[src/hdl/lact_pkg.sv]
package lact_pkg;

  // input item field widths and tdata positions
  localparam int FUNC_W      = 2;
  localparam int SET_W       = 6;
  localparam int WAY_W       = 2;
  localparam int TAG_W       = 20;
  localparam int OLD_AGE_W   = 2;
  localparam int IN_DATA_W   = 32;
  localparam int OUT_DATA_W  = 8;

  localparam int SET_LSB     = 0;
  localparam int WAY_LSB     = SET_LSB + SET_W;
  localparam int TAG_LSB     = WAY_LSB + WAY_W;
  localparam int VALID_LSB   = TAG_LSB + TAG_W;
  localparam int OLD_AGE_LSB = VALID_LSB + 1;

  localparam int HIT_LSB     = 0;
  localparam int HIT_WAY_LSB = 1;

  localparam logic [FUNC_W-1:0] FUNC_WRITE = 2'd0;
  localparam logic [FUNC_W-1:0] FUNC_TOUCH = 2'd1;
  localparam logic [FUNC_W-1:0] FUNC_CLEAR = 2'd2;

  // control for the per-way update unit
  typedef struct packed {
    logic wr;     // write entry in progress
    logic touch;  // touch in progress
    logic sel;    // current way is the addressed way
    logic vbit;   // valid value for write entry
  } unit_ctl_t;

endpackage

[src/hdl/lact_way_unit.sv]
module lact_way_unit #(
  parameter int TAG_WIDTH = 20,
  parameter int AGE_W     = 2
) (
  input  lact_pkg::unit_ctl_t              ctl,
  input  logic [TAG_WIDTH-1:0]             key,
  input  logic [lact_pkg::OLD_AGE_W-1:0]   old_age,
  input  logic [TAG_WIDTH-1:0]             tag_cur,
  input  logic                             valid_cur,
  input  logic [AGE_W-1:0]                 age_cur,
  output logic [TAG_WIDTH-1:0]             tag_new,
  output logic                             valid_new,
  output logic [AGE_W-1:0]                 age_new,
  output logic                             match
);

  localparam int CMP_W = (AGE_W > lact_pkg::OLD_AGE_W) ? AGE_W : lact_pkg::OLD_AGE_W;

  always_comb begin
    match     = ctl.touch && valid_cur && (tag_cur == key);
    tag_new   = tag_cur;
    valid_new = valid_cur;
    age_new   = age_cur;
    if (ctl.wr && ctl.sel) begin
      tag_new   = key;
      valid_new = ctl.vbit;
    end
    if (match) begin
      age_new = '0;
    end else if (ctl.touch && (CMP_W'(age_cur) < CMP_W'(old_age))) begin
      // wraps at the age width
      age_new = age_cur + AGE_W'(1);
    end
  end

endmodule

[config.mk]
export PLATFORM = sky130hd
export DESIGN_NAME = lact_way_unit
export DESIGN_NICKNAME = d
export VERILOG_FILES = /design/src/hdl/lact_pkg.sv /design/src/hdl/lact_way_unit.sv
export SDC_FILE = /design/constraint.sdc
export NUM_CORES = 1
export LEC_CHECK = 0
export BUFFER_PORTS_ARGS = -buffer_cell sky130_fd_sc_hd__buf_2
export CORE_UTILIZATION = 33
export DETAILED_ROUTE_END_ITERATION = 6
export GPL_TIMING_DRIVEN = 0
export PLACE_DENSITY = 0.94
export SLEW_MARGIN = 10
export SYNTH_ARGS = -nofsm -noshare
export SYNTH_HDL_FRONTEND = slang
export SYNTH_SLANG_ARGS = --single-unit
[constraint.sdc]
create_clock -name vclk -period 1.2
set_input_delay 0.12 -clock vclk [all_inputs]
set_output_delay 0.12 -clock vclk [all_outputs]
set_load 0.1 [all_outputs]
==> results by group <==
Pwr
  • Power per cell area: around 740 nW/µm²
  • Overall power: ~1 mW
  • Static leakage: between 0.6 and 0.7 nW
  • Worst VDD drop: 0.000654 V

Drt
  • DRT Pass-1 Iters: 4
  • Post-DRT Antenna Nets: 0
  • Final wirelength: ~2600 µm
  • Routed length per instance: 17.0 µm
  • DR vias: 821
  • Iter 0 DRT Violations: 5
  • DRC: 0
  • DR vias/cell: 5.33

Cells and area
  • Most common cell after layout, fill and taps aside: buf_2
  • Layout filler cell count: 72
  • Count of clock buffers in the final design: 0
  • Commonest cells after routing, fill and taps aside: 40 x buf_2, 30 x buf_6, 21 x mux2_2
  • Sequential Area: 0 µm²
  • Area growth syn-to-layout: 150%
  • Fin nets: 190
  • Antenna Cells: 0
  • Fraction of layout cells with a size suffix above 1: between 80 and 90%
  • Seq_cells: 0

Timing
  • RSZ-0062 raised after global routing: true
  • Tcrit/Tclk final: 117%
  • Worst-Margin Slew: approximately 0.5 ns
  • Setup tns final: -0.520 ns
  • Fin crit period: approximately 1.4 ns
  • FMAX: ~710 MHz
  • Fin. max-slew vios: 0
  • Final setup viols: 3
  • Final Hold Vio Count: 0
  • Slew HR: 67.8%
  • Final worst slack: -0.199 ns

Worst setup path
  • CP Launch Type: input pin
  • CP peak stage delay: 0.25 ns
  • Critical path cell sequence: buf_2 -> ha_4 -> nor2b_1 -> nor3b_2 -> o21ai_1 -> a21oi_4 -> buf_12
  • CP max stage cell: ha_4
  • Worst Setup End Kind: primary output
  • Critical path required time: 1.08 ns
  • Critical path fanouts, max: 2
  • WP data arrival: around 1.3 ns
  • Critical path startpoint: age_cur[1]
  • CP Class: in -> out

Worst hold path
  • Hold endpoint: valid_new
  • Worst Hold Depth: 3
  • Hold/Removal Path Class: in -> out
  • Worst hold start: ctl[0]

Floorplan
  • Standard-cell rows: 14
  • Core ar.: between 1500 and 2000 µm²
  • Die Height: ~43 µm
  • Die Area: ~1800 µm²
  • Chip width: 42.8 µm
  • Initial core utilization: 36.0%
  • Ports: between 70 and 80

Global route
  • GRT Overall Usage: 22.6%
  • Largest net degree at the start of global routing: 11
  • Number of global-route vias before repair: 770
  • Antenna violations before repair: 0
  • First-pass GRT wire length: roughly 3300 µm
  • Remaining Overflow, GRT: 0

Status
  • Status: complete, but fails checks
  • Failing checks: setup timing

Synth
  • Post-Syn Area per Cell: 8.84 µm²
  • Synth cell types: 17
  • Largest family of logic cells by synthesized area: multiplexers
  • Synth Area in Simple Gates: ~16%
  • Syn_nets: between 100 and 150
  • Sequential share of the synthesized area: 0%
  • Synth Area in XOR/XNOR: 33.6%
  • Synth Area in Adders: around 2.3%
  • Multiplexer share of the synthesized area: a little over two fifths
  • Synth Area in Compound Gates: ~2.7%
  • Most area-hungry cell type in the Yosys netlist: mux2_2
  • Synth top area cells: mux2_2 43%, xnor2_1 32%, nand4_1 4.6%
  • Top-area cell type share of the netlist area: 43.2%
  • Ys Warns: 0
  • Gate Count Post-Synth: 62
  • Post-synthesis cell area: 548 µm²

Clock network
  • Post-CTS Hold Buffers: 0

Placed design
  • DP HPWL: 1480 µm
  • IO buf count: 73
  • GPL Wtd Cong: between 0.6 and 0.7

Job
  • Number of max-cap violations: 0
[how the worst max path moves through the flow]
stage	endpoint	cells after the start
after floorplan	age_new[0]	5
after global placement	match	6
after detailed placement	match	6
after CTS	age_new[1]	7
after global routing	age_new[1]	7
final	age_new[0]	7
[repair_timing]
item / in CTS / in global routing
cloned: 0 / 2
resized for setup: 64 / 17
endpoints found under the setup margin: 23 / 23
pin swaps: 8 / 13
buffers inserted: 1 / 0
[worst max-delay path, delay by kind of cell]
family                   cells  cell delay [ns]
AO/OA/AOI/OAI                2             0.27
adder cells (fa/ha/maj)      1             0.25
buffers and inverters        2             0.33
AND/OR/NAND/NOR              2             0.31
[cell usage after synthesis]
cell,n
nand3_1,2
o21ai_0,1
a21oi_1,2
nor2_1,1
nand4bb_1,1
inv_1,1
nor2b_1,1
nand4_1,4
ha_1,1
nor3b_1,1
and2_1,1
xnor2_1,20
buf_2,2
nand2_1,1
xor2_1,1
nor4_2,1
mux2_2,21
[per-layer routing]
metal	up-vias	GRT usage, %	wire length [µm]
met5	-	0	0
met4	0	0	46
met3	4	2.98	138
met2	45	50.6	1590
met1	393	21.6	843
li1	379	-	-
[power by group]
part           switching, mW  internal (mW)
sequential                 0              0
combinational          0.654          0.362
clock                      0              0
[per-stage QoR]
step | setup WS (ns) | hold WS, ns | util (%) | area, µm² | instances
5_1_grt | -0.245 | 0.681 | 90.0 | 1370 | 154
3_5_place_dp | -0.530 | 0.848 | 66.1 | 1010 | 151
4_1_cts | -0.205 | 0.671 | 81.8 | 1250 | 152
3_3_place_gp | -0.515 | 0.847 | 66.1 | 1010 | 151
2_1_floorplan | -0.216 | 0.572 | - | 622 | 62
6_report | -0.199 | 0.668 | 90.0 | 1370 | 154
[final cells by class]
class                      count  area [µm²]  share of cell area [%]
inverter                       1        8.76                   0.639
multi-input combinational     59         674                    49.2
timing repair buffer          76         642                    46.8
tap                           16        20.0                    1.46
buffer                         2        26.3                    1.92
[cell families after synthesis]
kind of cell | after synthesis
and+or+nand+nor | 13
muxes | 21
adders and majority gates | 1
xor gates and xnor gates | 21
buffers and inverters | 3
AOI/OAI and AO/OA | 3
(Power assumes the default switching activity.)
