===== config.mk =====
export PLATFORM = sky130hd
export DESIGN_NAME = lact_ram
export DESIGN_NICKNAME = d
export VERILOG_FILES = /design/src/hdl/lact_ram.sv
export SDC_FILE = /design/constraint.sdc
export NUM_CORES = 1
export LEC_CHECK = 0
export ABC_AREA = 1
export BUFFER_PORTS_ARGS = -buffer_cell sky130_fd_sc_hd__buf_2
export CAP_MARGIN = 0
export CORE_ASPECT_RATIO = 1.1
export CORE_MARGIN = 10
export CORE_UTILIZATION = 45
export DETAILED_ROUTE_END_ITERATION = 8
export SLEW_MARGIN = 30
export SYNTH_ARGS = -nofsm -noshare
export SYNTH_HDL_FRONTEND = slang
export SYNTH_SLANG_ARGS = --single-unit
export TNS_END_PERCENT = 5

===== constraint.sdc =====
create_clock -name clk -period 2.4 [get_ports clk]
set_input_delay 0.36 -clock clk [delete_from_list [all_inputs] [get_ports clk]]
set_output_delay 0.36 -clock clk [all_outputs]
set_load 0.01 [all_outputs]

===== src/hdl/lact_ram.sv =====
module lact_ram #(
  parameter int WIDTH = 8,
  parameter int DEPTH = 64
) (
  input  logic                                       clk,
  input  logic                                       we,
  input  logic [((DEPTH > 1) ? $clog2(DEPTH) : 1)-1:0] waddr,
  input  logic [WIDTH-1:0]                           wdata,
  input  logic [((DEPTH > 1) ? $clog2(DEPTH) : 1)-1:0] raddr,
  output logic [WIDTH-1:0]                           rd_data
);

  logic [WIDTH-1:0] mem [DEPTH];
  logic [WIDTH-1:0] rd_data_r;

  always_ff @(posedge clk) begin
    if (we) begin
      mem[waddr] <= wdata;
    end
    rd_data_r <= mem[raddr];
  end

  assign rd_data = rd_data_r;

endmodule


==> results.txt <==
TritonCTS built the clock tree. In this run the vertical extent of the chip is 248 um. The fraction of power consumed by combinational cells came out at 0.064. The routed wire length is 53,400 um. The worst setup path is launched from a register. By area the synthesized netlist is led by sky130_fd_sc_hd__edfxtp_1 72%, sky130_fd_sc_hd__nand2_1 11%, sky130_fd_sc_hd__nand3_1 10%, sky130_fd_sc_hd__buf_6 1.8%, sky130_fd_sc_hd__nor2_1 0.99%. The final core utilization came out at 0.515. In this run the critical register-to-register path is captured at rd_data[4].

Measured against its own limit, the worst slew margin works out to 0.536. The clock sink total came out at 520. The number of buffer and inverter instances along the worst setup path came out at 1. The sum of internal, switching and leakage power is 18.9 mW. The path class of the tightest hold or removal check is in2reg.

The cell-internal power came out at 14.7 mW. The multiplexer area fraction after synthesis came out at 0. Setup repair after global routing left no endpoint under its margin.

The critical path in this run is classified as reg2out. The placement-stage cell area came out at 22,500 um^2. The clock latency on the worst-skew pair came out at 0.60 ns.

The start point of the critical path is rd_data[4]. The die is 228 um wide. The layout overhead on the synthesized area is 13.1%. The slowest stage of the critical path is the sky130_fd_sc_hd__dfxtp_1 cell. The number of antenna violations at the first check in global routing came out at 1. The weighted congestion reported at the end of routability-driven placement is 0.898. The register-to-register path setup slack came out at 1.01 ns.

The data required time at the worst endpoint is 2.04 ns. After detailed routing, the average wire length per cell comes to 20.9 um. The number of hold violations in the final report is 0. The unique cell type count in the Yosys netlist is 16.

Counting flops and latches in the post-synthesis netlist gives 520. In this run the critical register-to-register path is launched from mem[3][4]. The worst setup path is captured at an output pin. For this run, the number of Yosys warnings is 0.

The worst supply voltage drop on vdd is 0.000414 V. The library cells used most frequently in the layout, excluding fill and tap cells, are 648 x sky130_fd_sc_hd__nand2_1, 512 x sky130_fd_sc_hd__edfxtp_1, 439 x sky130_fd_sc_hd__nand3_1. In this run the mean area of a mapped cell was 11.8 um^2. Setup violations remaining at the end of the flow were counted as 0.

In this run the deepest clock path goes through 3 buffers. The max-capacitance violation count is 0. The arrival time of the worst setup path came out at 1.32 ns. The run finished with clean final reports.

The total overflow reported by the global router is 0. The gate family responsible for the most delay along the worst path is flip-flops. The upper clock frequency limit came out at 595 MHz.

The most area-hungry cell type in the Yosys netlist is sky130_fd_sc_hd__edfxtp_1. The count of antenna diodes in the layout came out at 0. The area of the placeable core came out at 46,800 um^2.

The hold-fix buffer count after cts came out at 0. The wire length of the first global-routing pass came out at 81,300 um. The buffer type at the clock tree root is sky130_fd_sc_hd__clkbuf_16. The total clock buffers created by CTS came out at 52.

Across all setup checks in the final design, the least slack found is 0.718 ns. The logic depth of the worst path, buffers included is 1. The share of total power dissipated in sequential elements is 0.533. Once detailed placement completed, the half-perimeter wirelength came to 31,900 um. The power density over the cells came out at 784 nW/um^2. The maximum number of pins on one net before global-route repair came out at 90. The total vias in the final route came out at 13,723.

At the end of the flow, the number of nets in the layout was 1,902. The share of synthesized area in the top cell type comes to 0.720. The synthesized-area fraction occupied by and/or/nand/nor cells is 0.232. The post-CTS setup buffer count is 0.

The synthesized cell area came out at 21,300 um^2. Dividing the detail-routed via count by the number of cells gives 5.37. The via count of the first global-routing pass is 13,230. The clock-pin transition on the worst setup and hold timing paths is 0.06 ns. Counting cells, the worst reg-to-reg path comes to 8.

The remaining antenna violation count came out at 0. After clock tree synthesis, the repair step resized 0 gates. The H-tree was split into 2 levels. The register area share after synthesis is 0.728. The switching share of total power came out at 0.221. In the synthesized netlist, the number of instances is 1,805. The library cell used most frequently in the layout, excluding fill and tap cells, is sky130_fd_sc_hd__nand2_1. Of the cells placed in the final design, the portion with a size suffix greater than 1 is 0.107. When the netlist entered floorplanning its net count stood at 1,827. The row count is 83. Across the routed clock network, the largest skew measured is 0.0255 ns. The total routing resource utilization after global routing is 0.190. The total negative setup slack came out at 0 ns. The ratio of final minimum period to clock period is 0.701. The number of design rule violations left after detail routing came out at 0.

The final-report max-slew violation count was 0. The share of the synthesized area in compound gates (AO/OA/AOI/OAI) was 0. The maximum single-stage delay on the critical path came out at 0.53 ns. The finished layout cell area came out at 24,100 um^2. The maximum fanout along the worst path is 1. The number of top-level pins is 30. The pin slew with the least headroom to its limit is 0.697 ns. The critical path endpoint is rd_data[4]. The share of the synthesized netlist area taken by xor and xnor gates came out at 0. The initial cell density of the core came out at 0.456. The worst slack at placement is 0.442 ns.

Of the total power, the clock network draws 0.403. The first detailed-routing pass took 5 iterations. Of the total synthesized cell area, the portion taken by full adders, half adders and majority gates is 0. Traced cell by cell, the critical path runs through buf_2. The number of I/O port buffers came out at 29. The leakage power is 8.79 nW.

The area of the die is 56,500 um^2. The reported net switching power is 4.17 mW. The routed design could run at a clock period as short as 1.68 ns. The violation count after the first detailed-route iteration is 1,275. By area, the combinational part of the netlist is dominated by simple AND/OR/NAND/NOR gates. After filler insertion, the fill cell instance count of the layout stands at 4,133.
synthesized netlist by cell type:
cell type                  count
sky130_fd_sc_hd__buf_2        37
sky130_fd_sc_hd__nand2_1     648
sky130_fd_sc_hd__clkbuf_1     15
sky130_fd_sc_hd__nor4_1        8
sky130_fd_sc_hd__inv_1        10
sky130_fd_sc_hd__nand4_1       9
sky130_fd_sc_hd__buf_8         2
sky130_fd_sc_hd__dfxtp_1       8
sky130_fd_sc_hd__nand3_1     439
sky130_fd_sc_hd__buf_1        10
sky130_fd_sc_hd__edfxtp_1    512
sky130_fd_sc_hd__inv_2         1
sky130_fd_sc_hd__buf_4        14
sky130_fd_sc_hd__nor2_1       56
sky130_fd_sc_hd__inv_6         1
sky130_fd_sc_hd__buf_6        35
cells by family (layout without fill, tap and decap cells):
kind of cell           after synthesis  in the layout
buffers and inverters              125            239
flip-flops                         520            520
AND/OR/NAND/NOR                   1160           1160
power groups by stage:
stage	Sequential, mW	Combinational [mW]	Clock, mW
6_report	10.1	1.21	7.61
5_1_grt	10.1	1.34	8.09
4_1_cts	10.1	1.22	7.76
3_5_place_dp	10.3	1.22	0
3_3_place_gp	10.3	1.20	0
2_1_floorplan	10.3	0.706	0
metal layers:
| layer | part of all wire | global-route usage |
|---|---|---|
| met1 | 0.43 | 0.260 |
| met3 | 0.069 | 0.0405 |
| met2 | 0.47 | 0.300 |
| met4 | 0.026 | 0.0586 |
| met5 | 0.00013 | 0 |
worst min path at each step:
stage / end / slack, ns / start / cells after the start
after floorplan: mem[0][0] / 0.46 / wdata[0] / 0
after detailed placement: rd_data[6] / 0.73 / raddr[5] / 3
after global routing: rd_data[6] / 0.11 / raddr[5] / 3
final: rd_data[6] / 0.12 / raddr[5] / 3
after global placement: rd_data[7] / 0.73 / raddr[5] / 3
after CTS: rd_data[6] / 0.08 / raddr[5] / 3
layout make-up:
type	count	area, um^2	area share
timing repair buffer	134	1210	0.0500
sequential	520	15500	0.644
tap	637	797	0.0330
inverter	12	55.1	0.00228
clock inverter	23	154	0.00638
clock buffer	70	1430	0.0593
multi-input combinational	1160	4950	0.205
sequential cells by signal, summed over array words and instances, names as in the netlist:
register,flops
mem,512
rd_data,8
metrics by stage:
| step | std cells | hold WS [ns] |
|---|---|---|
| global route | 2556 | 0.112 |
| CTS | 2556 | 0.0842 |
| floorplan | 1805 | 0.459 |
| finish | 2556 | 0.124 |
| global placement | 2463 | 0.726 |
| detailed placement | 2463 | 0.727 |
Power figures use the tool's default switching activity.
